==> src/spd_pkg.sv <==
// Shared constants, register codes and types for the snore periodicity detector.
`default_nettype none

package spd_pkg;

  // Default sizes handed to the top level parameters
  localparam int WINDOW_MAX_DEF    = 64;
  localparam int HISTORY_DEPTH_DEF = 3;
  localparam int FRAME_MAX_DEF     = 1023;

  // Fixed field widths
  localparam int SAMPLE_W   = 16;
  localparam int LEVEL_W    = 16;
  localparam int WSIZE_W    = 7;
  localparam int FLEN_W     = 10;
  localparam int COUNT_W    = 7;
  localparam int RUN_W      = 16;
  localparam int CFG_IDX_W  = 3;
  localparam int CFG_DATA_W = 16;

  localparam logic [RUN_W-1:0] RUN_MAX = {RUN_W{1'b1}};

  // Register reset values
  localparam logic [LEVEL_W-1:0] LEVEL_THRESHOLD_RST = 16'd0;
  localparam logic [WSIZE_W-1:0] WINDOW_SIZE_RST     = 7'd16;
  localparam logic [FLEN_W-1:0]  FRAME_LENGTH_RST    = 10'd200;
  localparam logic [WSIZE_W-1:0] ON_COUNT_RST        = 7'd8;
  localparam logic [WSIZE_W-1:0] OFF_COUNT_RST       = 7'd2;
  localparam logic [RUN_W-1:0]   QUIET_LIMIT_RST     = 16'd100;
  localparam logic [RUN_W-1:0]   TOLERANCE_RST       = 16'd5;

  // Configuration register indexes
  typedef enum logic [CFG_IDX_W-1:0] {
    REG_LEVEL_THRESHOLD = 3'd0,
    REG_WINDOW_SIZE     = 3'd1,
    REG_FRAME_LENGTH    = 3'd2,
    REG_ON_COUNT        = 3'd3,
    REG_OFF_COUNT       = 3'd4,
    REG_QUIET_LIMIT     = 3'd5,
    REG_TOLERANCE       = 3'd6
  } cfg_idx_e;

  // Configuration register set
  typedef struct packed {
    logic signed [LEVEL_W-1:0] level_threshold;
    logic [WSIZE_W-1:0]        window_size;
    logic [FLEN_W-1:0]         frame_length;
    logic [WSIZE_W-1:0]        on_count;
    logic [WSIZE_W-1:0]        off_count;
    logic [RUN_W-1:0]          quiet_limit;
    logic [RUN_W-1:0]          tolerance;
  } cfg_t;

  // Burst tracker state after the current request
  typedef struct packed {
    logic snore;
    logic burst;
  } status_t;

endpackage

`default_nettype wire

==> src/spd_window.sv <==
// Frame position tracking, loud-bit shift line and windowed loud count.
`default_nettype none

module spd_window import spd_pkg::*; #(
  parameter  int WINDOW_MAX = WINDOW_MAX_DEF,
  parameter  int FRAME_MAX  = FRAME_MAX_DEF,
  localparam int CNT_W      = $clog2(WINDOW_MAX + 1)
) (
  input  wire logic                       clk_i,
  input  wire logic                       rst_ni,
  input  wire logic                       step_i,
  input  wire logic signed [SAMPLE_W-1:0] sample_i,
  input  wire logic                       frame_start_i,
  input  wire cfg_t                       cfg_i,
  output logic                            win_valid_o,
  output logic [CNT_W-1:0]                win_count_o
);

  localparam int POS_W = $clog2(FRAME_MAX + 1);
  localparam int WS_W  = (CNT_W > WSIZE_W) ? CNT_W : WSIZE_W;
  localparam int CMP_W = ((POS_W > FLEN_W) ? POS_W : FLEN_W) + 2;

  logic [WINDOW_MAX-1:0] loud_q, loud_d, loud_base, win_bits;
  logic [POS_W-1:0]      pos_q, pos_d, pos_cur;
  logic [WS_W-1:0]       wsz_raw, wsz;
  logic                  loud;
  logic [CNT_W-1:0]      count;

  // Classify the sample and clamp the window length
  assign loud    = (sample_i >= cfg_i.level_threshold);
  assign wsz_raw = WS_W'(cfg_i.window_size);

  always_comb begin
    if (wsz_raw == '0) begin
      wsz = WS_W'(1);
    end else if (wsz_raw > WS_W'(WINDOW_MAX)) begin
      wsz = WS_W'(WINDOW_MAX);
    end else begin
      wsz = wsz_raw;
    end
  end

  // Restart the frame on a start flag, newest loud bit enters at bit 0
  assign pos_cur   = frame_start_i ? '0 : pos_q;
  assign loud_base = frame_start_i ? '0 : loud_q;
  assign loud_d    = {loud_base[WINDOW_MAX-2:0], loud};
  assign pos_d     = (pos_cur < POS_W'(FRAME_MAX)) ? pos_cur + POS_W'(1) : pos_cur;

  // Keep only the bits that fall inside the window
  for (genvar i = 0; i < WINDOW_MAX; i++) begin : g_mask
    assign win_bits[i] = loud_d[i] & (WS_W'(i) < wsz);
  end

  // Count loud samples in the window
  always_comb begin
    count = '0;
    for (int i = 0; i < WINDOW_MAX; i++) begin
      count = count + CNT_W'(win_bits[i]);
    end
  end

  // A window ends here when it fits the frame and stops before its last sample
  assign win_valid_o = (CMP_W'(pos_cur) + CMP_W'(1) >= CMP_W'(wsz)) &&
                       (CMP_W'(pos_cur) + CMP_W'(2) <= CMP_W'(cfg_i.frame_length));
  assign win_count_o = count;

  // Advance position and shift line on each request
  always_ff @(posedge clk_i or negedge rst_ni) begin
    if (!rst_ni) begin
      loud_q <= '0;
      pos_q  <= '0;
    end else if (step_i) begin
      loud_q <= loud_d;
      pos_q  <= pos_d;
    end
  end

endmodule

`default_nettype wire

==> src/spd_burst.sv <==
// Hysteresis burst tracker, burst length history and snore judgment.
`default_nettype none

module spd_burst import spd_pkg::*; #(
  parameter int HISTORY_DEPTH = HISTORY_DEPTH_DEF,
  parameter int CNT_W         = 7
) (
  input  wire logic             clk_i,
  input  wire logic             rst_ni,
  input  wire logic             step_i,
  input  wire logic             win_valid_i,
  input  wire logic [CNT_W-1:0] win_count_i,
  input  wire cfg_t             cfg_i,
  output status_t               status_o
);

  localparam int CMP_W = (CNT_W > WSIZE_W) ? CNT_W : WSIZE_W;

  logic                     burst_q, burst_d;
  logic                     snore_q, snore_d;
  logic [RUN_W-1:0]         run_q, run_d, run_inc;
  logic [RUN_W-1:0]         hist_q    [HISTORY_DEPTH];
  logic [RUN_W-1:0]         hist_d    [HISTORY_DEPTH];
  logic [RUN_W-1:0]         hist_push [HISTORY_DEPTH];
  logic [HISTORY_DEPTH-1:0] hval_q, hval_d, hval_push;
  logic [HISTORY_DEPTH-1:0] close_ok;
  logic [CMP_W-1:0]         cnt, on_cnt, off_cnt;
  logic                     at_on, at_off, quiet_hit, quiet_first, match;

  // Compare the window count against both thresholds
  assign cnt     = CMP_W'(win_count_i);
  assign on_cnt  = CMP_W'(cfg_i.on_count);
  assign off_cnt = CMP_W'(cfg_i.off_count);
  assign at_on   = (cnt >= on_cnt);
  assign at_off  = (cnt <= off_cnt);

  // Saturating run count and quiet checks
  assign run_inc     = (run_q == RUN_MAX) ? run_q : run_q + RUN_W'(1);
  assign quiet_hit   = (run_inc >= cfg_i.quiet_limit);
  assign quiet_first = (cfg_i.quiet_limit <= RUN_W'(1));

  // History as it would look after pushing the closing run
  assign hval_push = {hval_q[HISTORY_DEPTH-2:0], 1'b1};
  always_comb begin
    hist_push[0] = run_q;
    for (int i = 1; i < HISTORY_DEPTH; i++) begin
      hist_push[i] = hist_q[i-1];
    end
  end

  // Newest length against each older one
  always_comb begin
    close_ok[0] = 1'b1;
    for (int i = 1; i < HISTORY_DEPTH; i++) begin
      if (hist_push[0] > hist_push[i]) begin
        close_ok[i] = (hist_push[0] - hist_push[i]) <= cfg_i.tolerance;
      end else begin
        close_ok[i] = (hist_push[i] - hist_push[0]) <= cfg_i.tolerance;
      end
    end
  end
  assign match = (&hval_push) && (&close_ok);

  // Hysteresis step, with the switched window handled again in the new state
  always_comb begin
    burst_d = burst_q;
    snore_d = snore_q;
    run_d   = run_q;
    hval_d  = hval_q;
    hist_d  = hist_q;
    if (win_valid_i) begin
      if (burst_q) begin
        if (at_off) begin
          burst_d = 1'b0;
          hist_d  = hist_push;
          hval_d  = hval_push;
          snore_d = snore_q | match;
          run_d   = '0;
          if (!at_on) begin
            run_d = RUN_W'(1);
            if (quiet_first) begin
              hval_d  = '0;
              snore_d = 1'b0;
            end
          end
        end else begin
          run_d = run_inc;
        end
      end else begin
        if (at_on) begin
          burst_d = 1'b1;
          run_d   = at_off ? '0 : RUN_W'(1);
        end else begin
          run_d = run_inc;
          if (quiet_hit) begin
            hval_d  = '0;
            snore_d = 1'b0;
          end
        end
      end
    end
  end

  assign status_o.snore = snore_d;
  assign status_o.burst = burst_d;

  // Hold control state
  always_ff @(posedge clk_i or negedge rst_ni) begin
    if (!rst_ni) begin
      burst_q <= 1'b0;
      snore_q <= 1'b0;
      run_q   <= '0;
      hval_q  <= '0;
    end else if (step_i) begin
      burst_q <= burst_d;
      snore_q <= snore_d;
      run_q   <= run_d;
      hval_q  <= hval_d;
    end
  end

  // History lengths are only read behind their valid bits
  always_ff @(posedge clk_i) begin
    if (step_i) begin
      hist_q <= hist_d;
    end
  end

endmodule

`default_nettype wire

==> src/snore_periodicity_detector_core.sv <==
// Top level of the snore periodicity detector: stream ports, registers, pipeline.
`default_nettype none

// Takes one sound-level sample per clock on the slave stream while the output
// is not stalled (sample in tdata, frame start flag in tuser) and returns one
// result per sample on the master stream: the accepted sample waits in the
// input register while the window count and burst update are worked out, and
// lands in the result register once that register is free or being drained.
// The loud count over the window is a single population count of the loud-bit
// shift line, so window changes take effect at once. Configuration registers
// are written through the cfg port and should only change while no sample is
// in flight.

module snore_periodicity_detector_core import spd_pkg::*; #(
  parameter int WINDOW_MAX    = WINDOW_MAX_DEF,
  parameter int HISTORY_DEPTH = HISTORY_DEPTH_DEF,
  parameter int FRAME_MAX     = FRAME_MAX_DEF
) (
  input  wire logic                  clk_i,
  input  wire logic                  rst_ni,
  // Configuration write port
  input  wire logic                  cfg_we_i,
  input  wire logic [CFG_IDX_W-1:0]  cfg_index_i,
  input  wire logic [CFG_DATA_W-1:0] cfg_data_i,
  // Sample stream
  input  wire logic                  s_axis_tvalid,
  output logic                       s_axis_tready,
  input  wire logic [15:0]           s_axis_tdata,  // [15:0] sample
  input  wire logic                  s_axis_tuser,  // [0] frame_start
  // Result stream
  output logic                       m_axis_tvalid,
  input  wire logic                  m_axis_tready,
  output logic [15:0]                m_axis_tdata,  // [0] snore_detected, [7:1] loud_count,
                                                    // [8] in_burst, [15:9] zero
  output logic                       m_axis_tuser   // [0] window_valid
);

  localparam int CNT_W = $clog2(WINDOW_MAX + 1);

  cfg_t                       cfg_q;
  logic                       in_valid_q;
  logic signed [SAMPLE_W-1:0] sample_q;
  logic                       fstart_q;
  logic                       accept, step;
  logic                       win_valid;
  logic [CNT_W-1:0]           win_count;
  status_t                    status;
  logic                       out_valid_q;
  logic                       out_snore_q, out_wvalid_q, out_burst_q;
  logic [COUNT_W-1:0]         out_count_q;

  // Configuration writes
  always_ff @(posedge clk_i or negedge rst_ni) begin
    if (!rst_ni) begin
      cfg_q.level_threshold <= LEVEL_THRESHOLD_RST;
      cfg_q.window_size     <= WINDOW_SIZE_RST;
      cfg_q.frame_length    <= FRAME_LENGTH_RST;
      cfg_q.on_count        <= ON_COUNT_RST;
      cfg_q.off_count       <= OFF_COUNT_RST;
      cfg_q.quiet_limit     <= QUIET_LIMIT_RST;
      cfg_q.tolerance       <= TOLERANCE_RST;
    end else if (cfg_we_i) begin
      case (cfg_idx_e'(cfg_index_i))
        REG_LEVEL_THRESHOLD: cfg_q.level_threshold <= LEVEL_W'(cfg_data_i);
        REG_WINDOW_SIZE:     cfg_q.window_size     <= WSIZE_W'(cfg_data_i);
        REG_FRAME_LENGTH:    cfg_q.frame_length    <= FLEN_W'(cfg_data_i);
        REG_ON_COUNT:        cfg_q.on_count        <= WSIZE_W'(cfg_data_i);
        REG_OFF_COUNT:       cfg_q.off_count       <= WSIZE_W'(cfg_data_i);
        REG_QUIET_LIMIT:     cfg_q.quiet_limit     <= RUN_W'(cfg_data_i);
        REG_TOLERANCE:       cfg_q.tolerance       <= RUN_W'(cfg_data_i);
        default: ;
      endcase
    end
  end

  // Handshake: process when the result register is free or being drained
  assign step          = in_valid_q && (!out_valid_q || m_axis_tready);
  assign s_axis_tready = !in_valid_q || step;
  assign accept        = s_axis_tvalid && s_axis_tready;

  // Input register
  always_ff @(posedge clk_i or negedge rst_ni) begin
    if (!rst_ni) begin
      in_valid_q <= 1'b0;
    end else if (accept) begin
      in_valid_q <= 1'b1;
    end else if (step) begin
      in_valid_q <= 1'b0;
    end
  end

  always_ff @(posedge clk_i) begin
    if (accept) begin
      sample_q <= $signed(s_axis_tdata[SAMPLE_W-1:0]);
      fstart_q <= s_axis_tuser;
    end
  end

  spd_window #(
    .WINDOW_MAX (WINDOW_MAX),
    .FRAME_MAX  (FRAME_MAX)
  ) u_window (
    .clk_i         (clk_i),
    .rst_ni        (rst_ni),
    .step_i        (step),
    .sample_i      (sample_q),
    .frame_start_i (fstart_q),
    .cfg_i         (cfg_q),
    .win_valid_o   (win_valid),
    .win_count_o   (win_count)
  );

  spd_burst #(
    .HISTORY_DEPTH (HISTORY_DEPTH),
    .CNT_W         (CNT_W)
  ) u_burst (
    .clk_i       (clk_i),
    .rst_ni      (rst_ni),
    .step_i      (step),
    .win_valid_i (win_valid),
    .win_count_i (win_count),
    .cfg_i       (cfg_q),
    .status_o    (status)
  );

  // Result register
  always_ff @(posedge clk_i or negedge rst_ni) begin
    if (!rst_ni) begin
      out_valid_q <= 1'b0;
    end else if (step) begin
      out_valid_q <= 1'b1;
    end else if (m_axis_tready) begin
      out_valid_q <= 1'b0;
    end
  end

  always_ff @(posedge clk_i) begin
    if (step) begin
      out_snore_q  <= status.snore;
      out_wvalid_q <= win_valid;
      out_count_q  <= win_valid ? COUNT_W'(win_count) : '0;
      out_burst_q  <= status.burst;
    end
  end

  assign m_axis_tvalid = out_valid_q;
  assign m_axis_tdata  = {7'd0, out_burst_q, out_count_q, out_snore_q};
  assign m_axis_tuser  = out_wvalid_q;

endmodule

`default_nettype wire
==> config.mk <==
export PLATFORM = sky130hd
export DESIGN_NAME = snore_periodicity_detector_core
export DESIGN_NICKNAME = d
export VERILOG_FILES = /design/src/spd_pkg.sv /design/src/spd_window.sv /design/src/spd_burst.sv /design/src/snore_periodicity_detector_core.sv
export SDC_FILE = /design/constraint.sdc
export NUM_CORES = 1
export LEC_CHECK = 0
export BUFFER_PORTS_ARGS = -buffer_cell sky130_fd_sc_hd__buf_4
export CAP_MARGIN = 20
export CORE_MARGIN = 2
export CORE_UTILIZATION = 52
export CTS_CLUSTER_DIAMETER = 150
export DETAILED_ROUTE_END_ITERATION = 8
export PLACE_DENSITY = 0.71
export SETUP_SLACK_MARGIN = 0.02
export SLEW_MARGIN = 20
export SYNTH_ARGS = -nofsm -noshare
export SYNTH_HDL_FRONTEND = slang
export SYNTH_SLANG_ARGS = --single-unit
==> constraint.sdc <==
create_clock -name clk_i -period 8.6 [get_ports clk_i]
set_input_delay 1.72 -clock clk_i [delete_from_list [all_inputs] [get_ports clk_i]]
set_output_delay 1.72 -clock clk_i [all_outputs]
set_load 0.05 [all_outputs]
==> results_dict.tcl, run 1 <==
set metrics [dict create \
    grt_pass1_wl_mm 75.3 \
    cp-end-kind "flop" \
    drive_gt1_share_pct 15.6 \
    tns_ns -25.18 \
    first_iter_violations 1043 \
    hold_depth 2 \
    slowest_delay_ns 0.54 \
    netlist_area_um2 17800 \
    outcome "complete, but fails checks" \
    core_area_um2 33600 \
    hpwl_mm 36.3 \
    rsz0062_at_grt "yes" \
    ys_seq_area_share_pct 34.5 \
    multi_input_area_um2 10800 \
    hold_buffers 0 \
    fin_cells 2470 \
    dieHeight_um 189 \
    power_density_nw_per_um2 213 \
    clock_path_buffers 3 \
    seqCellArea_um2 6140 \
    crit_slowest_cell "fa_2" \
    hold_viol 0 \
    required_ns 8.99 \
    dp_slack_ns -0.709 \
    vias_per_cell 5.73 \
    ys_seq_elements 233 \
    path_class "reg -> reg" \
    synth_mux_area_share_pct 3.34 \
    htreeDepth 1 \
    cts_made_buffers 25 \
    area_growth_pct 14.1 \
    fmax_ghz 0.109 \
    drc 0 \
    final.fill_count 2819 \
    violations "negative setup slack" \
    worstHoldPathType "reg -> reg" \
    holdWs_ns 0.473 \
    synthDistinctLibCells 84 \
    cp-start-kind "flop" \
    avgSynthCellArea_um2 9.36 \
    grt.total_usage_pct 26.4 \
    power.leakage_nw 9.23 \
    row_count 67 \
    yosys.area.top_type "dfrtp_1" \
    syn_inst 1904 \
    antenna_cells 0 \
    detail-route-antenna-nets 0 \
    finalMaxSlewViolations 0 \
    async_reset_ff_share_pct 74.7 \
    synth-simple-area-share_pct 16.0 \
    fin_skew_ns 0.0140 \
    layout.nets 2309 \
    vdd_drop_max_v 0.000178 \
    worstMarginPinSlew_ns 1.07 \
    crit_top_cell "fa_1" \
    wl_per_cell_um 18.8 \
    die_x_um 189 \
    num_vias 14200 \
    ys.flop_type "dfrtp_1" \
    grt_overflow 0 \
    wirelength_mm 46.4 \
    setup_violations 54 \
    synth_compound_area_share_pct 15.2 \
    dr.pass1.iters 6 \
    layout_setup_ws_ns -0.535 \
    synth-xor-area-share_pct 3.64 \
    synth_fa_ha_area_share_pct 21.0 \
    ios 60 \
    critPathMaxFanout 3 \
    grt_pass1_vias 14100 \
    cts_tree "done" \
    clock_latency_ns 0.55 \
    start_util_pct 53.0 \
    io_buffers 52 \
    antenna_found_initial 0 \
    synth_common_cells "206 x ha_1, 202 x inv_1, 176 x nand2_1, 163 x dfrtp_1, 152 x o21ai_0" \
    fin_crit_sh_pct 106 \
    synthTopCellsByArea "dfrtp_1 23%, ha_1 14%, edfxtp_1 9.9%, fa_1 6.5%, o21ai_0 4.3%" \
    grt_max_degree 94 \
    gp_congestion 0.948 \
    cap_viol_max_count 0 \
    clk_pin_slew_ns 0.06 \
    arrival_ns 9.53 \
    synth_warnings 0 \
    reg2reg_depth 36 \
    synth_top_area_share_pct 22.9 \
    synth_top_family_by_area "adder cells" \
    dieArea_um2 35800 \
    dp.cells 2406 \
    cts_num_sinks 233 \
    cts_root_buffer "clkbuf_16" \
    min_period_ns 9.13 \
    synth.most_common_cell "ha_1" \
    synth_enable_flop_cells 59 \
    slew_headroom_pct 28.4 \
]
## power by group
part / switching (W) / internal (W)
Clock: 0.000453 / 0.000671
Combinational: 0.00102 / 0.000765
Sequential: 0.000118 / 0.00129
Total: 0.00159 / 0.00273
## worst paths after layout
kind / from / endpoint / slack [ns]
setup reg to reg: sample_q[9] / out_snore_q / -0.53
hold / removal: u_window.loud_q[3] / u_window.loud_q[3] / 0.47
setup / recovery: sample_q[9] / out_snore_q / -0.53
min in group asynchronous: rst_ni / u_window.loud_q[42] / 1.26
max in group asynchronous: rst_ni / u_burst.hval_q[0] / 6.10
hold reg to reg: u_window.loud_q[3] / u_window.loud_q[3] / 0.47
## metal layers
layer / wire, um / track usage [%] / share of wire [%] / up-vias
met4: 1250 / 7.00 / 2.7 / 0
met3: 2550 / 3.15 / 5.5 / 90
met1: 21400 / 37.3 / 46 / 6864
li1: - / - / - / 6798
met5: 0 / 0 / 0 / -
met2: 21200 / 43.1 / 46 / 402
## flip-flops by register name, summed over array words and instances, names as in the netlist, 2 cells and up
register,cells
u_window.pos_q,10
cfg_q,79
u_window.loud_q,63
out_count_q,7
u_burst.hval_q,2
u_burst.hist_push,32
u_burst.run_q,16
sample_q,16
## layout make-up
cell class | count | area share [%]
Clock inverter | 10 | 0.689
Tap cell | 448 | 2.76
Multi-Input combinational cell | 1394 | 53.1
Clock buffer | 35 | 3.51
Timing Repair Buffer | 147 | 6.01
Sequential cell | 233 | 30.2
Inverter | 203 | 3.77
## per-stage QoR
| step | instance area [um2] | utilization (%) | power (W) |
|---|---|---|---|
| 4_1_cts | 20200 | 60.1 | 0.00429 |
| 3_3_place_gp | 19100 | 56.9 | 0.00303 |
| 3_5_place_dp | 19100 | 56.9 | 0.00310 |
| 5_1_grt | 20300 | 60.5 | 0.00461 |
| 2_1_floorplan | 17900 | - | 0.00255 |
| 6_report | 20300 | 60.5 | 0.00432 |
## cells in the final DEF (no fill, tap or decap), drive strengths merged, types with 6 or more instances in the layout
master   synthesis  routed
nor2b           31      31
edfxtp          59      59
o21a            14      14
o31ai           12      12
nand3           43      43
nor4             8       8
a21oi          116     116
nand2          177     177
nand4b           6       6
dfrtp          163     163
fa              58      58
conb             1       7
a211oi           9       9
nor3b            7       7
inv            202     202
o211ai          24      24
buf             29     147
nor3            34      34
a21o            36      36
or2              9       9
o21bai           9       9
nand2b          80      80
clkinv           1       6
ha             206     206
dfstp           11      11
nand4           29      29
or3              7       7
nor2            79      79
and3            19      19
a31oi           11      11
a22o            11      11
clkbuf          51      35
mux2            52      52
and2             9       9
o21ai          158     158
xor2            17      17
xnor2           57      57
a2111oi          8       8
## critical path: cells and delay by family, from the launching register on
family          cells  cell delay [ns]
mux                 1             0.17
simple gates        3             0.58
xor+xnor            1             0.28
buf+inv             5             0.37
compound gates     13             1.97
flops               1             0.42
fa+ha+maj          13             5.20
## what timing repair did
action / CTS / global route
endpoints found under the setup margin: 54 / 54
cloned: 1 / 0
gates resized for setup: 28 / 21
pin swaps: 22 / 19
setup buffers: 14 / 4
## logic make-up (layout without fill, tap and decap cells)
logic type / count (synthesis) / in the layout
AOI/OAI and AO/OA: 443 / 443
xor gates and xnor gates: 74 / 74
adders and majority gates: 264 / 264
buffers and inverters: 283 / 395
DFF: 233 / 233
muxes: 53 / 53
other: 1 / 7
and+or+nand+nor: 553 / 553
Note: power is estimated with default switching activity, not from simulation.
==> run 2: changes to the inputs <==
--- a/config.mk
+++ b/config.mk
@@ -11,8 +11,10 @@
 export CORE_UTILIZATION = 52
 export CTS_CLUSTER_DIAMETER = 150
 export DETAILED_ROUTE_END_ITERATION = 8
+export GPL_TIMING_DRIVEN = 0
 export PLACE_DENSITY = 0.71
 export SETUP_SLACK_MARGIN = 0.02
+export SKIP_LAST_GASP = 1
 export SLEW_MARGIN = 20
 export SYNTH_ARGS = -nofsm -noshare
 export SYNTH_HDL_FRONTEND = slang
==> results_dict.tcl, run 2 (synthesis results as in run 1) <==
set metrics [dict create \
    vias_per_cell 5.80 \
    finalMaxSlewViolations 0 \
    gp_congestion 0.974 \
    required_ns 8.88 \
    path_class "reg -> reg" \
    antenna_found_initial 0 \
    io_buffers 50 \
    cts_tree "done" \
    core_area_um2 33600 \
    hold_buffers 0 \
    critPathMaxFanout 3 \
    cp-end-kind "flop" \
    clock_latency_ns 0.55 \
    htreeDepth 1 \
    grt_max_degree 76 \
    hold_viol 0 \
    clock_path_buffers 3 \
    setup_violations 54 \
    final_common_cell "ha_1" \
    wl_per_cell_um 19.0 \
    dr.pass1.iters 6 \
    dieArea_um2 35800 \
    start_util_pct 53.0 \
    drc 0 \
    power.leakage_nw 9.17 \
    outcome "complete, but fails checks" \
    cts_root_buffer "clkbuf_16" \
    ios 60 \
    arrival_ns 9.91 \
    cts_made_buffers 26 \
    slew_headroom_pct 29.3 \
    dieHeight_um 189 \
    tns_ns -42.12 \
    cap_viol_max_count 0 \
    grt_pass1_vias 14300 \
    wirelength_mm 47.4 \
    layout.nets 2328 \
    max_flop_register "cfg_q" \
    clk_pin_slew_ns 0.06 \
    min_period_ns 9.63 \
    largest_reg_flops 79 \
    slowest_delay_ns 0.62 \
    first_iter_violations 1156 \
    worstMarginPinSlew_ns 1.06 \
    cp-start-kind "flop" \
    row_count 67 \
    grt.total_usage_pct 26.6 \
    drive_gt1_share_pct 15.3 \
    holdWs_ns 0.462 \
    fin_crit_sh_pct 112 \
    cts_num_sinks 233 \
    fin_skew_ns 0.0162 \
    grt_overflow 0 \
    power_density_nw_per_um2 213 \
    vdd_drop_max_v 0.000178 \
    detail-route-antenna-nets 0 \
    violations "negative setup slack" \
    rsz0062_at_grt "yes" \
    num_vias 14500 \
    area_growth_pct 14.6 \
    fmax_ghz 0.104 \
    final_cell_mix "203 x ha_1, 195 x inv_1, 176 x nand2_1" \
    antenna_cells 0 \
    layout_setup_ws_ns -1.03 \
    hpwl_mm 35.8 \
    die_x_um 189 \
    grt_pass1_wl_mm 75.4 \
    worstHoldPathType "reg -> reg" \
    crit_slowest_cell "fa_2" \
]
## run 2: per-layer routing
metal	wire, um	track usage [%]	vias up	part of all wire, %
met3	3250	3.91	108	6.9
met4	1630	9.19	0	3.4
met5	0	0	-	0
met1	21200	37.3	7014	45
met2	21200	42.3	500	45
li1	-	-	6829	-
## run 2: what timing repair did
item                       CTS  global route
pin swaps                   22            42
buffers inserted            23            10
resized for setup           51            39
gates cloned                 3             0
setup endpoints to repair   54            55
## run 2: path summary, 6_finish.rpt
check / startpoint / to / slack (ns) / depth (start not counted)
worst max-delay path: sample_q[9] / out_snore_q / -1.03 / 34
worst min-delay path: u_burst.hist_push[31] / u_burst.hist_push[15] / 0.46 / 0
worst max register to register: sample_q[9] / out_snore_q / -1.03 / 34
worst min register to register: u_burst.hist_push[31] / u_burst.hist_push[15] / 0.46 / 0
max in group asynchronous: rst_ni / cfg_q[42] / 6.53 / 3
min in group asynchronous: rst_ni / u_window.loud_q[35] / 1.04 / 1
## run 2: per-stage QoR
step	util, %	power, W	std cells	setup WS (ns)	instance area, um2
6_report	60.7	0.00435	2491	-1.03	20400
5_1_grt	60.7	0.00462	2491	-1.22	20400
4_1_cts	60.2	0.00429	2483	-0.817	20200
3_5_place_dp	56.2	0.00303	2410	-1.80	18900
3_3_place_gp	56.0	0.00296	2408	-1.70	18800
2_1_floorplan	-	0.00255	1910	0.0342	17900
## run 2: where the power goes
group          switching [W]  internal (W)  leakage [nW]
clock network       0.000458      0.000694         0.445
registers           0.000117       0.00129          2.80
logic                0.00105      0.000738          5.93
total                0.00162       0.00272          9.17
## run 2: worst max-delay path: cells and delay by family, from the launching register on
| kind | cells | cell delay (ns) |
|---|---|---|
| flip-flops | 1 | 0.41 |
| adder cells (fa/ha/maj) | 12 | 5.47 |
| AND/OR/NAND/NOR | 3 | 0.67 |
| buffers and inverters | 2 | 0.09 |
| XOR/XNOR | 1 | 0.19 |
| multiplexers | 1 | 0.18 |
| AO/OA/AOI/OAI | 15 | 2.38 |
## run 2: layout make-up
type | instances | area, um2
Fill cell | 2799 | 13200
Sequential cell | 233 | 6140
Timing Repair Buffer | 85 | 759
Clock buffer | 38 | 788
Timing Repair inverter | 1 | 7.51
Multi-Input combinational cell | 1394 | 10900
Inverter | 203 | 766
Tap cell | 448 | 561
Clock inverter | 10 | 106
Buffer | 79 | 375
==> run 3: changes to the inputs <==
--- a/config.mk
+++ b/config.mk
@@ -7,7 +7,7 @@
 export LEC_CHECK = 0
 export BUFFER_PORTS_ARGS = -buffer_cell sky130_fd_sc_hd__buf_4
 export CAP_MARGIN = 20
-export CORE_MARGIN = 2
+export CORE_MARGIN = 3
 export CORE_UTILIZATION = 52
 export CTS_CLUSTER_DIAMETER = 150
 export DETAILED_ROUTE_END_ITERATION = 8
==> results_dict.tcl, run 3 (synthesis results as in run 1) <==
set metrics [dict create \
    outcome "complete, but fails checks" \
    num_vias 14400 \
    cts_num_sinks 233 \
    layout_setup_ws_ns -0.923 \
    min_to "u_burst.hist_push[10]" \
    rsz0062_at_grt "yes" \
    r2r_end "u_burst.snore_q" \
    dieArea_um2 36500 \
    power.share.sequential_pct 33.7 \
    holdWs_ns 0.482 \
    fin_crit_sh_pct 111 \
    worstHoldPathType "reg -> reg" \
    hold_viol 0 \
    vias_per_cell 5.83 \
    grt_pass1_wl_mm 75.4 \
    htreeDepth 1 \
    die_x_um 191 \
    antenna_cells 0 \
    fin_cells 2478 \
    drive_gt1_share_pct 13.9 \
    violations "negative setup slack" \
    cts_root_buffer "clkbuf_16" \
    first_iter_violations 1252 \
    worst-path-buf-inv 6 \
    antenna_found_initial 0 \
    dr.pass1.iters 8 \
    power.leakage_nw 9.01 \
    switchingPower_w 0.00161 \
    cap_viol_max_count 0 \
    reg2reg_depth 36 \
    p_sw_share_pct 38.5 \
    drc 0 \
    clockPowerShare_pct 25.1 \
    dp.cells 2409 \
    fmax_ghz 0.105 \
    grt_max_degree 94 \
    max_flop_register "cfg_q" \
    path_class "reg -> reg" \
    vdd_drop_max_v 0.000200 \
    critPathTopFamily "adder cells" \
    hold_depth 0 \
    final_cell_mix "202 x ha_1, 195 x inv_1, 176 x nand2_1" \
    setup_violations 54 \
    area_growth_pct 12.9 \
    min_period_ns 9.52 \
    crit_slowest_cell "fa_1" \
    gp_congestion 0.958 \
    hpwl_mm 35.5 \
    critPathMaxFanout 3 \
    min-delay-start "u_burst.hist_push[26]" \
    io_buffers 50 \
    regToRegSetupSlack_ns -0.92 \
    clk_pin_slew_ns 0.06 \
    finalPower_w 0.00418 \
    ios 60 \
    final.fill_count 2806 \
    required_ns 9.06 \
    p_comb_share_pct 41.2 \
    power_density_nw_per_um2 208 \
    dieHeight_um 191 \
    clock_path_buffers 3 \
    largest_reg_flops 79 \
    final_common_cell "ha_1" \
    wl_per_cell_um 19.0 \
    grt_overflow 0 \
    finalMaxSlewViolations 0 \
    start_util_pct 53.0 \
    cts_tree "done" \
    slowest_delay_ns 0.58 \
    worstMarginPinSlew_ns 1.12 \
    slew_headroom_pct 25.4 \
    fin_skew_ns 0.0265 \
    wirelength_mm 47.0 \
    r2r_start "sample_q[9]" \
    grt_pass1_vias 14200 \
    cts_made_buffers 26 \
    detail-route-antenna-nets 0 \
    cp-start-kind "flop" \
    core_area_um2 33600 \
    arrival_ns 9.99 \
    grt.total_usage_pct 25.8 \
    cp-end-kind "flop" \
    layout.nets 2316 \
    row_count 67 \
    clock_latency_ns 0.56 \
    cell_internal_pwr_w 0.00257 \
    final_util_pct 59.8 \
]
## run 3: cell types whose count changed in the layout (fill, tap and decap cells not counted), moves of 4 or more
cell	change
a21oi_2	-4
buf_6	-11
clkinvlp_4	+4
o21ai_2	-4
## run 3: layout make-up
type | count | area [um2] | area share [%]
timing repair buffer | 74 | 633 | 3.15
buffer | 78 | 372 | 1.85
clock inverter | 12 | 93.8 | 0.466
multi-input combinational | 1394 | 10800 | 53.9
sequential | 233 | 6140 | 30.5
tap | 448 | 561 | 2.79
inverter | 203 | 766 | 3.81
clock buffer | 35 | 704 | 3.50
timing repair inverter | 1 | 7.51 | 0.0373
## run 3: through the flow
stage / worst slack, ns / cell area [um2] / TNS (ns)
finish: -0.923 / 20100 / -39.86
global placement: -1.66 / 18800 / -70.62
detailed placement: -1.72 / 18900 / -76.56
global route: -1.14 / 20100 / -50.96
floorplan: 0.0342 / 17900 / 0
CTS: -0.799 / 20000 / -33.94
## run 3: worst max-delay path by stage
stage,start,endpoint,slack (ns),depth (start not counted)
global placement,cfg_q[58],out_snore_q,-1.66,33
global route,sample_q[9],u_burst.snore_q,-1.14,35
CTS,sample_q[9],u_burst.snore_q,-0.80,36
detailed placement,cfg_q[58],out_snore_q,-1.72,33
floorplan,sample_q[9],u_burst.run_q[4],0.03,36
finish,sample_q[9],u_burst.snore_q,-0.92,36
## run 3: power groups by stage
stage | Sequential (W) | Clock, W | Combinational [W]
CTS | 0.00140 | 0.00107 | 0.00167
floorplan | 0.00139 | 0 | 0.00116
detailed placement | 0.00142 | 0 | 0.00160
global route | 0.00142 | 0.00112 | 0.00192
global placement | 0.00141 | 0 | 0.00154
finish | 0.00141 | 0.00105 | 0.00172
## run 3: what timing repair did
item | CTS | global route
hold buffers | 0 | 0
hold endpoints to repair | 0 | 0
buffers inserted | 18 | 5
pin swaps | 18 | 9
gates cloned | 1 | 0
resized for setup | 34 | 23
setup endpoints to repair | 54 | 55
## run 3: metal layers
metal	GRT usage [%]	up-vias	wire length (um)
met2	41.1	488	21700
met5	0	-	0
met3	3.36	90	2970
met4	7.37	0	1260
li1	-	6798	-
met1	37.1	7064	21100
